## config.mk

```make
export PLATFORM = sky130hd
export DESIGN_NAME = frequency_residency_stats_top
export DESIGN_NICKNAME = d
export VERILOG_FILES = /design/src/sv/frs_pkg.sv /design/src/sv/frequency_residency_stats_top.sv /design/src/sv/frs_ctrl.sv /design/src/sv/frs_dpath.sv
export SDC_FILE = /design/constraint.sdc
export NUM_CORES = 2
export LEC_CHECK = 0
export BUFFER_PORTS_ARGS = -buffer_cell sky130_fd_sc_hd__buf_2
export CAP_MARGIN = 20
export CORE_MARGIN = 2
export CORE_UTILIZATION = 45
export DETAILED_ROUTE_END_ITERATION = 6
export PLACE_DENSITY_LB_ADDON = 0.05
export SLEW_MARGIN = 15
export SYNTH_ARGS = -nofsm -noshare
export SYNTH_HDL_FRONTEND = slang
export SYNTH_HIERARCHICAL = 1
export SYNTH_SLANG_ARGS = --single-unit
```

## constraint.sdc

```tcl
create_clock -name clock -period 8 [get_ports clock]
set_input_delay 0.4 -clock clock [delete_from_list [all_inputs] [get_ports clock]]
set_output_delay 0.4 -clock clock [all_outputs]
set_load 0.005 [all_outputs]
```

## src/sv/frs_pkg.sv

```systemverilog
// Package for the frequency residency statistics block.
// Holds the item command codes, slot constants, controller states and the
// command/status structs shared by the controller, datapath and top level.
package frs_pkg;

   // Number of frequency slot registers and the code for an unknown slot.
   localparam int unsigned SLOT_REGS  = 8;
   localparam int unsigned CFG_IDX_W  = 3;
   localparam int unsigned FREQ_W     = 32;
   localparam int unsigned SLOT_W     = 4;
   localparam logic [SLOT_W-1:0] UNKNOWN_SLOT = 4'd8;

   // Field widths of the stream payloads.
   localparam int unsigned REQ_TDATA_W = 40;
   localparam int unsigned RSP_TDATA_W = 136;

   typedef enum logic [1:0] {
      CMD_TICK  = 2'd0,
      CMD_TRANS = 2'd1,
      CMD_START = 2'd2,
      CMD_READ  = 2'd3
   } cmd_type;

   typedef enum logic [2:0] {
      ST_IDLE,
      ST_DECODE,
      ST_WRITE,
      ST_DONE
   } state_type;

   // Commands from the controller to the datapath.
   typedef struct packed {
      logic take;      // latch the incoming item
      logic rd;        // read the counter stores for the latched item
      logic wr;        // write back the incremented counter
      logic start;     // make the matched slot current
      logic load_out;  // load the result register
   } ctl_cmd_type;

   // Status from the datapath to the controller.
   typedef struct packed {
      cmd_type cmd;            // command of the latched item
      logic    cur_known;      // current slot is a known slot
      logic    match_known;    // latched frequency matches a slot
      logic    match_differs;  // matched slot differs from the current one
      logic    out_free;       // result register can take a new result
   } ctl_status_type;

endpackage

```

## src/sv/frequency_residency_stats_top.sv

```systemverilog
// Top level of the frequency residency statistics block.
// Joins the controller (frs_ctrl) and the datapath (frs_dpath); uses frs_pkg.
//
// Software writes the eight frequency slot registers through the csr_ port
// while the block is idle; a zero slot is unused. Items arrive on the req_
// stream: req_tuser carries the command (tick, transition, start, read) and
// req_tdata the frequency and the read row and column. Every item produces
// exactly one result on the rsp_ stream with the counters (read items only),
// the slot in force after the item and the transition-counted flag.
// The controller handles one item at a time. A tick or a counted transition
// loads the result register after the decode and counter read and the
// write-back; start, read and ignored items skip the write-back. The next
// item is accepted once the result is loaded, so a new item is not taken
// before the last one is through the read-modify-write of the residency and
// transition counter stores.
// Reset clears the counter stores via per-entry valid bits at once, zeroes the total count,
// sets the current slot to unknown, clears the slot registers and holds req_tready low.
// When the receiver stalls, the finished result waits in the output register;
// the block still accepts and works on the next item and holds its result
// until the output register frees up.
module frequency_residency_stats_top #(
   parameter int unsigned STATES = 8
) (
   input  logic                            clock,
   input  logic                            reset,
   // Configuration write port.
   input  logic                            csr_we,
   input  logic [frs_pkg::CFG_IDX_W-1:0]   csr_addr,
   input  logic [frs_pkg::FREQ_W-1:0]      csr_wdata,
   // Item input.
   input  logic                            req_tvalid,
   output logic                            req_tready,
   // [31:0] frequency, [34:32] row_slot, [37:35] col_slot, [39:38] zero
   input  logic [frs_pkg::REQ_TDATA_W-1:0] req_tdata,
   // [1:0] cmd
   input  logic [1:0]                      req_tuser,
   // Result output.
   output logic                            rsp_tvalid,
   input  logic                            rsp_tready,
   // [63:0] residency, [95:64] cell_count, [127:96] total_count,
   // [131:128] current_slot, [132] counted, [135:133] zero
   output logic [frs_pkg::RSP_TDATA_W-1:0] rsp_tdata
);
   import frs_pkg::*;

   ctl_cmd_type    ctl;
   ctl_status_type status;

   // Besides the req_ handshake, the state machine only sees the command and status structs.
   frs_ctrl u_ctrl (
      .clock      (clock),
      .reset      (reset),
      .req_tvalid (req_tvalid),
      .req_tready (req_tready),
      .status     (status),
      .ctl        (ctl)
   );

   frs_dpath #(
      .STATES (STATES)
   ) u_dpath (
      .clock      (clock),
      .reset      (reset),
      .csr_we     (csr_we),
      .csr_addr   (csr_addr),
      .csr_wdata  (csr_wdata),
      .req_tdata  (req_tdata),
      .req_tuser  (req_tuser),
      .rsp_tvalid (rsp_tvalid),
      .rsp_tready (rsp_tready),
      .rsp_tdata  (rsp_tdata),
      .ctl        (ctl),
      .status     (status)
   );

endmodule

```

## src/sv/frs_ctrl.sv

```systemverilog
// Controller state machine of the frequency residency statistics block.
// Runs items through decode, any counter read and write-back, and result.
// Depends on frs_pkg.
module frs_ctrl (
   input  logic                    clock,
   input  logic                    reset,
   input  logic                    req_tvalid,
   output logic                    req_tready,
   input  frs_pkg::ctl_status_type status,
   output frs_pkg::ctl_cmd_type    ctl
);
   import frs_pkg::*;

   state_type state_ff;
   state_type state_in;

   always_ff @(posedge clock) begin
      if (reset) begin
         state_ff <= ST_IDLE;
      end else begin
         state_ff <= state_in;
      end
   end

   // Next state.
   always_comb begin
      state_in = state_ff;
      unique case (state_ff)
         ST_IDLE: begin
            if (req_tvalid) begin
               state_in = ST_DECODE;
            end
         end
         ST_DECODE: begin
            unique case (status.cmd)
               CMD_TICK: begin
                  state_in = status.cur_known ? ST_WRITE : ST_DONE;
               end
               CMD_TRANS: begin
                  if (status.cur_known && status.match_known && status.match_differs) begin
                     state_in = ST_WRITE;
                  end else begin
                     state_in = ST_DONE;
                  end
               end
               default: begin
                  state_in = ST_DONE;
               end
            endcase
         end
         ST_WRITE: begin
            state_in = ST_DONE;
         end
         ST_DONE: begin
            if (status.out_free) begin
               state_in = ST_IDLE;
            end
         end
         default: begin
            state_in = ST_IDLE;
         end
      endcase
   end

   // Outputs. No item is taken while reset is high.
   always_comb begin
      ctl        = '0;
      req_tready = 1'b0;
      unique case (state_ff)
         ST_IDLE: begin
            req_tready = !reset;
            ctl.take   = req_tvalid && !reset;
         end
         ST_DECODE: begin
            unique case (status.cmd)
               CMD_TICK:  ctl.rd = status.cur_known;
               CMD_TRANS: ctl.rd = status.cur_known && status.match_known
                                   && status.match_differs;
               CMD_START: ctl.start = 1'b1;
               CMD_READ:  ctl.rd = 1'b1;
               default:   ctl.rd = 1'b0;
            endcase
         end
         ST_WRITE: begin
            ctl.wr = 1'b1;
         end
         ST_DONE: begin
            ctl.load_out = status.out_free;
         end
         default: begin
            ctl = '0;
         end
      endcase
   end

endmodule

```

## src/sv/frs_dpath.sv

```systemverilog
// Datapath of the frequency residency statistics block: slot registers,
// slot match, residency and transition counter stores, result register.
// Depends on frs_pkg.
module frs_dpath #(
   parameter int unsigned STATES = 8
) (
   input  logic                                 clock,
   input  logic                                 reset,
   input  logic                                 csr_we,
   input  logic [frs_pkg::CFG_IDX_W-1:0]        csr_addr,
   input  logic [frs_pkg::FREQ_W-1:0]           csr_wdata,
   input  logic [frs_pkg::REQ_TDATA_W-1:0]      req_tdata,
   input  logic [1:0]                           req_tuser,
   output logic                                 rsp_tvalid,
   input  logic                                 rsp_tready,
   output logic [frs_pkg::RSP_TDATA_W-1:0]      rsp_tdata,
   input  frs_pkg::ctl_cmd_type                 ctl,
   output frs_pkg::ctl_status_type              status
);
   import frs_pkg::*;

   localparam int unsigned SW    = $clog2(STATES);
   localparam int unsigned CELLS = STATES * STATES;
   localparam int unsigned MW    = $clog2(CELLS);

   // Configuration.
   logic [FREQ_W-1:0] slot_ff [SLOT_REGS];

   // Latched item.
   cmd_type           cmd_ff;
   logic [FREQ_W-1:0] freq_ff;
   logic [2:0]        row_ff;
   logic [2:0]        col_ff;

   // Statistics state.
   logic [SLOT_W-1:0] active_ff;
   logic [31:0]       total_ff;
   logic [SLOT_W-1:0] nxt_ff;
   logic              counted_ff;

   logic [63:0]       res_mem_ff [STATES];
   logic [STATES-1:0] res_vld_ff;
   logic [63:0]       res_rd_ff;
   logic              res_rdv_ff;
   logic [SW-1:0]     res_waddr_ff;

   logic [31:0]       mtx_mem_ff [CELLS];
   logic [CELLS-1:0]  mtx_vld_ff;
   logic [31:0]       mtx_rd_ff;
   logic              mtx_rdv_ff;
   logic [MW-1:0]     mtx_waddr_ff;

   // Result register.
   logic                   rsp_valid_ff;
   logic [RSP_TDATA_W-1:0] rsp_data_ff;

   // Slot match: lowest-numbered nonzero equal slot wins.
   logic [SLOT_W-1:0] match;
   always_comb begin
      match = UNKNOWN_SLOT;
      for (int i = SLOT_REGS - 1; i >= 0; i--) begin
         if ((i < STATES) && (slot_ff[i] != '0) && (slot_ff[i] == freq_ff)) begin
            match = SLOT_W'(i);
         end
      end
   end

   logic [4:0]    active5;
   logic [4:0]    match5;
   logic [4:0]    row5;
   logic [4:0]    col5;
   logic [SW-1:0] active_idx;
   logic [SW-1:0] match_idx;
   logic [SW-1:0] row_idx;
   logic [SW-1:0] col_idx;
   logic          cur_known;
   logic          row_ok;
   logic          col_ok;
   logic [SW-1:0] res_raddr;
   logic [MW-1:0] mtx_raddr;
   logic [63:0]   res_eff;
   logic [31:0]   mtx_eff;

   assign active5    = 5'(active_ff);
   assign match5     = 5'(match);
   assign row5       = 5'(row_ff);
   assign col5       = 5'(col_ff);
   assign active_idx = active5[SW-1:0];
   assign match_idx  = match5[SW-1:0];
   assign row_idx    = row5[SW-1:0];
   assign col_idx    = col5[SW-1:0];
   assign cur_known  = (active_ff < UNKNOWN_SLOT) && (active5 < 5'(STATES));
   assign row_ok     = row5 < 5'(STATES);
   assign col_ok     = col5 < 5'(STATES);

   always_comb begin
      if (cmd_ff == CMD_READ) begin
         res_raddr = row_idx;
         mtx_raddr = MW'(row_idx) * MW'(STATES) + MW'(col_idx);
      end else begin
         res_raddr = active_idx;
         mtx_raddr = MW'(active_idx) * MW'(STATES) + MW'(match_idx);
      end
   end

   // Entries never written read as zero.
   assign res_eff = res_rdv_ff ? res_rd_ff : '0;
   assign mtx_eff = mtx_rdv_ff ? mtx_rd_ff : '0;

   assign status.cmd           = cmd_ff;
   assign status.cur_known     = cur_known;
   assign status.match_known   = match != UNKNOWN_SLOT;
   assign status.match_differs = match != active_ff;
   assign status.out_free      = !rsp_valid_ff || rsp_tready;

   // Control state.
   always_ff @(posedge clock) begin
      if (reset) begin
         for (int i = 0; i < SLOT_REGS; i++) begin
            slot_ff[i] <= '0;
         end
         active_ff    <= UNKNOWN_SLOT;
         total_ff     <= '0;
         counted_ff   <= 1'b0;
         res_vld_ff   <= '0;
         mtx_vld_ff   <= '0;
         rsp_valid_ff <= 1'b0;
      end else begin
         if (csr_we) begin
            slot_ff[csr_addr] <= csr_wdata;
         end
         if (ctl.take) begin
            counted_ff <= 1'b0;
         end
         if (ctl.start) begin
            active_ff <= match;
         end
         if (ctl.wr) begin
            if (cmd_ff == CMD_TICK) begin
               res_vld_ff[res_waddr_ff] <= 1'b1;
            end else begin
               mtx_vld_ff[mtx_waddr_ff] <= 1'b1;
               total_ff   <= total_ff + 32'd1;
               active_ff  <= nxt_ff;
               counted_ff <= 1'b1;
            end
         end
         if (ctl.load_out) begin
            rsp_valid_ff <= 1'b1;
         end else if (rsp_tready) begin
            rsp_valid_ff <= 1'b0;
         end
      end
   end

   // Item latch, counter stores and result payload.
   always_ff @(posedge clock) begin
      if (ctl.take) begin
         cmd_ff  <= cmd_type'(req_tuser);
         freq_ff <= req_tdata[31:0];
         row_ff  <= req_tdata[34:32];
         col_ff  <= req_tdata[37:35];
      end
      if (ctl.rd) begin
         res_rd_ff    <= res_mem_ff[res_raddr];
         res_rdv_ff   <= res_vld_ff[res_raddr];
         res_waddr_ff <= res_raddr;
         mtx_rd_ff    <= mtx_mem_ff[mtx_raddr];
         mtx_rdv_ff   <= mtx_vld_ff[mtx_raddr];
         mtx_waddr_ff <= mtx_raddr;
         nxt_ff       <= match;
      end
      if (ctl.wr) begin
         if (cmd_ff == CMD_TICK) begin
            res_mem_ff[res_waddr_ff] <= res_eff + 64'd1;
         end else begin
            mtx_mem_ff[mtx_waddr_ff] <= mtx_eff + 32'd1;
         end
      end
      // Counters are reported for read items only.
      if (ctl.load_out) begin
         rsp_data_ff <= {3'b000, counted_ff, active_ff,
                         (cmd_ff == CMD_READ) ? total_ff : 32'd0,
                         ((cmd_ff == CMD_READ) && row_ok && col_ok) ? mtx_eff : 32'd0,
                         ((cmd_ff == CMD_READ) && row_ok) ? res_eff : 64'd0};
      end
   end

   assign rsp_tvalid = rsp_valid_ff;
   assign rsp_tdata  = rsp_data_ff;

endmodule

```

Word level (Yosys, flattened, before mapping)
Memories as Yosys holds them, arrays and structs flattened. A register that Yosys moved wholly into a read port is not among the register bits.
Index checks and enable logic that the tools add are counted.
- input bits: 82
- flip-flop bits (word level): 301
- bits in writable memories: 2816
- memories: 3
- bitwise logic cells: 3
- reduce and logical (&&, ||, !) cells: 34
- muxes and demuxes: 56
- equality and inequality tests: 18
- $add $sub $neg: 5
- magnitude comparators: 10
- memories (name ; depth ; width ; rd ports ; clocked after memory_dff ; wr ports ; line ; RTL):
    u_dpath.mtx_mem_ff ; 64 ; 32 ; 1 ; 1 ; 1 ; frs_dpath.sv:47 ; logic [31:0] mtx_mem_ff [CELLS];
    u_dpath.res_mem_ff ; 8 ; 64 ; 1 ; 1 ; 1 ; frs_dpath.sv:41 ; logic [63:0] res_mem_ff [STATES];
    u_dpath.slot_ff ; 8 ; 32 ; 8 ; 0 ; 8 ; frs_dpath.sv:27 ; logic [FREQ_W-1:0] slot_ff [SLOT_REGS];
- operators with widths (kind ; count):
    32-bit == test ; 8
    32-bit nonzero test ; 8
    32-bit by 1-bit adder with 32-bit output, second input constant ; 2
    64-bit by 1-bit adder with 64-bit output, second input constant ; 1
    32-bit two-way mux ; 2
    64-bit two-way mux ; 1
    64-bit OR ; 1
    4-bit two-way mux ; 11
    32-bit OR reduction ; 1
    1-bit two-way mux ; 30
    1-bit logical AND ; 16
    3-bit by 4-bit < comparator with 1-bit output, second input constant ; 4
    6-bit by 7-bit < comparator with 1-bit output, second input constant ; 2
    6-bit by 3-bit adder with 6-bit output ; 2
    3-bit two-way mux ; 4
    3-bit one-hot mux with 4 select lines ; 1
    4-bit < comparator, second input constant ; 2
    8-bit OR ; 1
    1-bit binary-select mux with 6-bit select ; 1
    1-bit demux with 6-bit select ; 1
    3-bit by 2-bit == test with 1-bit output, second input constant ; 2
    6-bit by 1-bit >= comparator with 1-bit output, second input constant ; 1
    6-bit two-way mux ; 1
    3-bit one-hot mux with 2 select lines ; 1
    18 further kinds ; 22

Depth between registers and ports, before layout
An unclocked memory read counts as a cell.
- word-level depth: 17
- mapped depth: 18
- depth with buffers taken out: 13

Hierarchy
Netlist, hierarchy kept.
- modules (own cells, without submodules) (module ; seq. area each (um^2) ; cells each ; area an instance (um^2) ; instances):
    frs_dpath ; 95201.3 ; 9449 ; 130337.5 ; 1
    frs_ctrl ; 40.0 ; 30 ; 246.5 ; 1

Worst setup path after synthesis
OpenSTA, ideal clock, no wires.
- path kind: register -> register
- start: reg u_dpath.mtx_rdv_ff
- end: mem u_dpath.mtx_mem_ff[0][20] (data pin)
- period minus slack after synthesis: 6.447 ns
- data required time: 7.276 ns
- arrival time: 5.724 ns
- path slack: 1.553 ns
- path buffers: 2
- stages on the path, launching flop included: 12
- cells stage by stage: edfxtp_1 > clkbuf_1 > clkbuf_1 > nand2_1 > inv_1 > ha_1 > and3_1 > nand4_1 > nor3_1 > nand4_1 > or3_1 > a21boi_0
- longest elaborated chain between the ends: 2
- ends and longest elaborated chain (what ; line ; RTL):
    start, declared ; frs_dpath.sv:50 ; logic mtx_rdv_ff;
    start signal, assigned ; frs_dpath.sv:169 ; mtx_rdv_ff <= mtx_vld_ff[mtx_raddr];
    32-bit two-way mux ; frs_dpath.sv:108 ; assign mtx_eff = mtx_rdv_ff ? mtx_rd_ff : '0;
    via u_dpath.mtx_eff[0] ; frs_dpath.sv:82 ; logic [31:0] mtx_eff;
    32-bit by 1-bit adder with 32-bit output ; frs_dpath.sv:177 ; mtx_mem_ff[mtx_waddr_ff] <= mtx_eff + 32'd1;
    end, declared ; frs_dpath.sv:47 ;
The timed path passes the listed nets, and every way through them passes these cells.

Final worst setup path
- start: reg u_dpath.freq_ff[5]
- end: reg u_dpath.mtx_rdv_ff (data pin)
- longest elaborated chain between the ends: 14
- elaborated cells between the ends (all ways): 28
- classes of those cells: add/sub (1); eq/ne (8); mux (11); reduce/logical (8)
- ends and longest elaborated chain (what ; line ; RTL):
    start, declared ; frs_dpath.sv:31 ; logic [FREQ_W-1:0] freq_ff;
    start signal, assigned ; frs_dpath.sv:160 ; freq_ff <= req_tdata[31:0];
    32-bit == test ; frs_dpath.sv:62 ; if ((i < STATES) && (slot_ff[i] != '0) && (slot_ff[i] == freq_ff)) begin
    1-bit logical AND ; frs_dpath.sv:62 ;
    4-bit two-way mux (7 in a row) ; frs_dpath.sv:62 ;
    4-bit two-way mux * ; frs_dpath.sv:62 ;
    6-bit by 3-bit adder with 6-bit output * ; frs_dpath.sv:102 ; mtx_raddr = MW'(active_idx) * MW'(STATES) + MW'(match_idx);
    6-bit two-way mux * ; frs_dpath.sv:97 ; if (cmd_ff == CMD_READ) begin
    1-bit binary-select mux with 6-bit select * ; frs_dpath.sv:169 ;
    1-bit two-way mux (not written as such) * ; frs_dpath.sv:169 ;
Mark *: on every way between the ends. The rest lies on a longest branch, timed or not. The select of a mux whose other input is x is not followed.
A chain may end at the register's enable or synchronous reset.

==> flow_summary.toml <==
[outcome]
status = "finished, violations left"
violations = "DRC"

[placement]
placed_area_um2 = 137300
port-buffer-count = 214
pre_cts_ws_ps = 1534
place.gp.congestion = 0.8960
dp_hpwl_um = 229800

[route]
met1Wirelength_um = 171800
dr.pass1.iters = 7
wl_per_cell_um = 29.00
vias_per_cell = 5.833
routed-wl-met2_um = 184000
num_vias = 81111
top_layer_used = "met5"
ant_nets = 0
drt_first_iter_violations = 8152
wl_um = 403200
wl_met3_um = 32420
drcViolationCount = 1

[layout]
drive_gt1_share_pct = 12.16
stdcell_area_um2 = 149100
fin_nets = 9908
n_fill_cell = 24252
final_cell_mix = "edfxtp_1 (3,097), nand2_1 (1,784), nand3_1 (1,000)"
syn2layout_area_growth_pct = 14.15
layout_commonest_cell = "edfxtp_1"

[die]
chipHeight_um = 542.7
coreArea_um2 = 288400
io-pin-count = 220
die_area_um2 = 294500
rows = 197
die-width_um = 542.7
start_util_pct = 45.28

[timing]
rsz0062_at_grt = "false"
finalSetupViolations = 0
worstMarginPinSlew_ps = 1289
min_period_ps = 6634
final-hold-violation-count = 0
slew_headroom_pct = 13.25
fmax_mhz = 150.7
finalWorstSetupSlack_ps = 1366
fin_tns_setup_ps = 0
min_period_over_period_pct = 82.93
fin_worst_skew_ps = 40.74
drv_slew = 0

[global_route]
groute.usage.overall_pct = 26.95
grt_max_degree = 187
grt_pass1_wl_um = 570100
first_global_vias = 76958
grt_overflow = 0
grt_antenna_before_repair = 29

[synth]
ys.flop_type = "edfxtp_1"
async_flop_share_pct = 0
synth_edf_count = 3097
yosysUniqueCellTypes = 86
ys_ff_latch = 3209
synth_area_leaders = "edfxtp_1 (71%), nand2_1 (5.1%), nand3_1 (3.8%)"
synth.top_cell.area_share_pct = 71.22
syn_avg_cell_area_um2 = 13.78
synth_seq_area_share_pct = 72.93
synthesis.instances = 9479
netlist_area_um2 = 130600
yosysWarningCount = 6
yosys.area.top_type = "edfxtp_1"

[worst_setup_path]
path_buf_inv = 2
critical_path.startpoint_type = "register"
required_ps = 8670
crit_path_max_incr_delay_ps = 830
worstPathArrival_ps = 7300
cp_slowest_cell = "inv_8"
crit_fanout = 82
cp_common_cell = "o211ai_1"
crit_path_cell_trace = "xnor2_1 > nand4_1 > nor4_1 > o211ai_1 > o211ai_2 > a211o_4 > nand2_8 > inv_8 > buf_12 > mux2_2 > o211ai_1 > a32oi_1 > or4_1"
crit_family = "simple AND/OR/NAND/NOR gates"
cp-end-kind = "register"
critPathKind = "register to register"

[clock_tree]
clk_latency_ps = 930
tritoncts = "done"
cts_num_sinks = 3209
postCtsSetupBuffers = 0
cts_hold_buf = 74
clockBufferDepth = 4
htree_num_levels = 5
post_cts_resized = 0
cts-buffers-inserted = 346
cts-root-buf = "clkbuf_16"
clkTransAtPathRegs_ps = 60

[power]
intPower_mw = 29.82
switching_share_pct = 27.36
p_clk_share_pct = 37.9
peakVddDrop_uv = 233.0
p_seq_share_pct = 47.8
power.switching_mw = 11.23
pwr-share-comb_pct = 14.3
power.leakage_nw = 51.04
power_density_nw_per_um2 = 275.4

[worst_hold_path]
min_path_type = "input pin to register"

[job]
max-cap-violations = 0
## per-stage QoR
stage | std cells | hold WS, ps | utilization (%) | total power, mW
2_1_floorplan | 9481 | 409.3 | - | 23.01
3_5_place_dp | 13175 | 426.0 | 47.61 | 25.76
5_1_grt | 13887 | 102.9 | 51.67 | 42.36
3_3_place_gp | 13174 | 416.6 | 47.60 | 25.70
6_report | 13906 | 78.99 | 51.69 | 41.05
4_1_cts | 13881 | 41.65 | 51.64 | 41.28
## worst reg2reg max path, stage by stage (launching register included)
cell      delay (ps)
edfxtp_1         620
xnor2_1          530
nand4_1          150
nor4_1           670
o211ai_1         330
o211ai_2         250
a211o_4          520
nand2_8          450
inv_8            870
buf_12           540
mux2_2           390
o211ai_1         190
a32oi_1          280
or4_1            610
## registers in the layout, summed over array words and instances (netlist names), 3 cells and up
signal                flops
u_dpath/mtx_mem_ff     2048
u_dpath/res_mem_ff      512
u_dpath/slot_ff         256
u_dpath/rsp_tdata       133
u_dpath/mtx_vld_ff       64
u_dpath/res_rd_ff        64
u_dpath/freq_ff          32
u_dpath/mtx_rd_ff        32
u_dpath/total_ff         32
u_dpath/res_vld_ff        8
u_dpath/active_ff         4
u_dpath/nxt_ff            4
u_dpath/col_ff            3
u_dpath/mtx_waddr_ff      3
u_dpath/res_waddr_ff      3
u_dpath/row_ff            3
## power groups by stage
stage	registers, mW	clock network, mW	logic (mW)
3_5_place_dp	20.0	0	5.79
5_1_grt	19.7	16.4	6.25
3_3_place_gp	20.0	0	5.73
4_1_cts	19.6	15.8	5.84
6_report	19.6	15.5	5.87
2_1_floorplan	19.8	0	3.19
## cells in the mapped netlist, drive strengths merged, types with 89 or more instances
| cell type | n |
|---|---|
| a21oi | 162 |
| and2 | 337 |
| and3 | 172 |
| buf | 250 |
| clkbuf | 335 |
| dfxtp | 112 |
| edfxtp | 3097 |
| mux2i | 484 |
| nand2 | 1789 |
| nand3 | 1000 |
| nand4 | 89 |
| nor2 | 321 |
| nor4 | 130 |
| o21ai | 172 |
| xnor2 | 135 |
| xor2 | 232 |
## cell families after synthesis
family / after synthesis / share of synthesized area, %
AND/OR/NAND/NOR: 3968 / 14.12
multiplexers: 543 / 4.348
adder cells (fa/ha/maj): 7 / 0.06707
other: 1 / 0.002872
flip-flops: 3209 / 72.93
AO/OA/AOI/OAI: 774 / 3.984
XOR/XNOR: 367 / 2.462
buffers and inverters: 610 / 2.086
## routing by layer
| layer | vias to the layer above | global-route usage [%] |
|---|---|---|
| met3 | 648 | 4.382 |
| met4 | 6 | 9.336 |
| met5 | - | 0 |
| met1 | 41396 | 38.19 |
| met2 | 3216 | 42.19 |
| li1 | 35845 | - |
## cell type report
cell class              count  area, µm²  area share, %
diodes                     22      55.05        0.03693
clock buffers             454       9280          6.226
clock inverters           178       1623          1.089
inverters                  25      128.9        0.08646
multi-input cells        5662      33680          22.60
flip-flops and latches   3209      95240          63.90
well taps                3781       4731          3.174
repair buffers            575       4317          2.896
## path summary, 6_finish.rpt
check                     startpoint                endpoint  slack (ps)  depth (start not counted)
setup / recovery  u_dpath/freq_ff[5]      u_dpath/mtx_rdv_ff        1370                         13
hold / removal                 reset    u_dpath/total_ff[16]          80                          2
setup reg to reg  u_dpath/freq_ff[5]      u_dpath/mtx_rdv_ff        1370                         13
hold reg to reg   u_dpath/counted_ff  u_dpath/rsp_tdata[132]         440                          0
(Power assumes the default switching activity.)
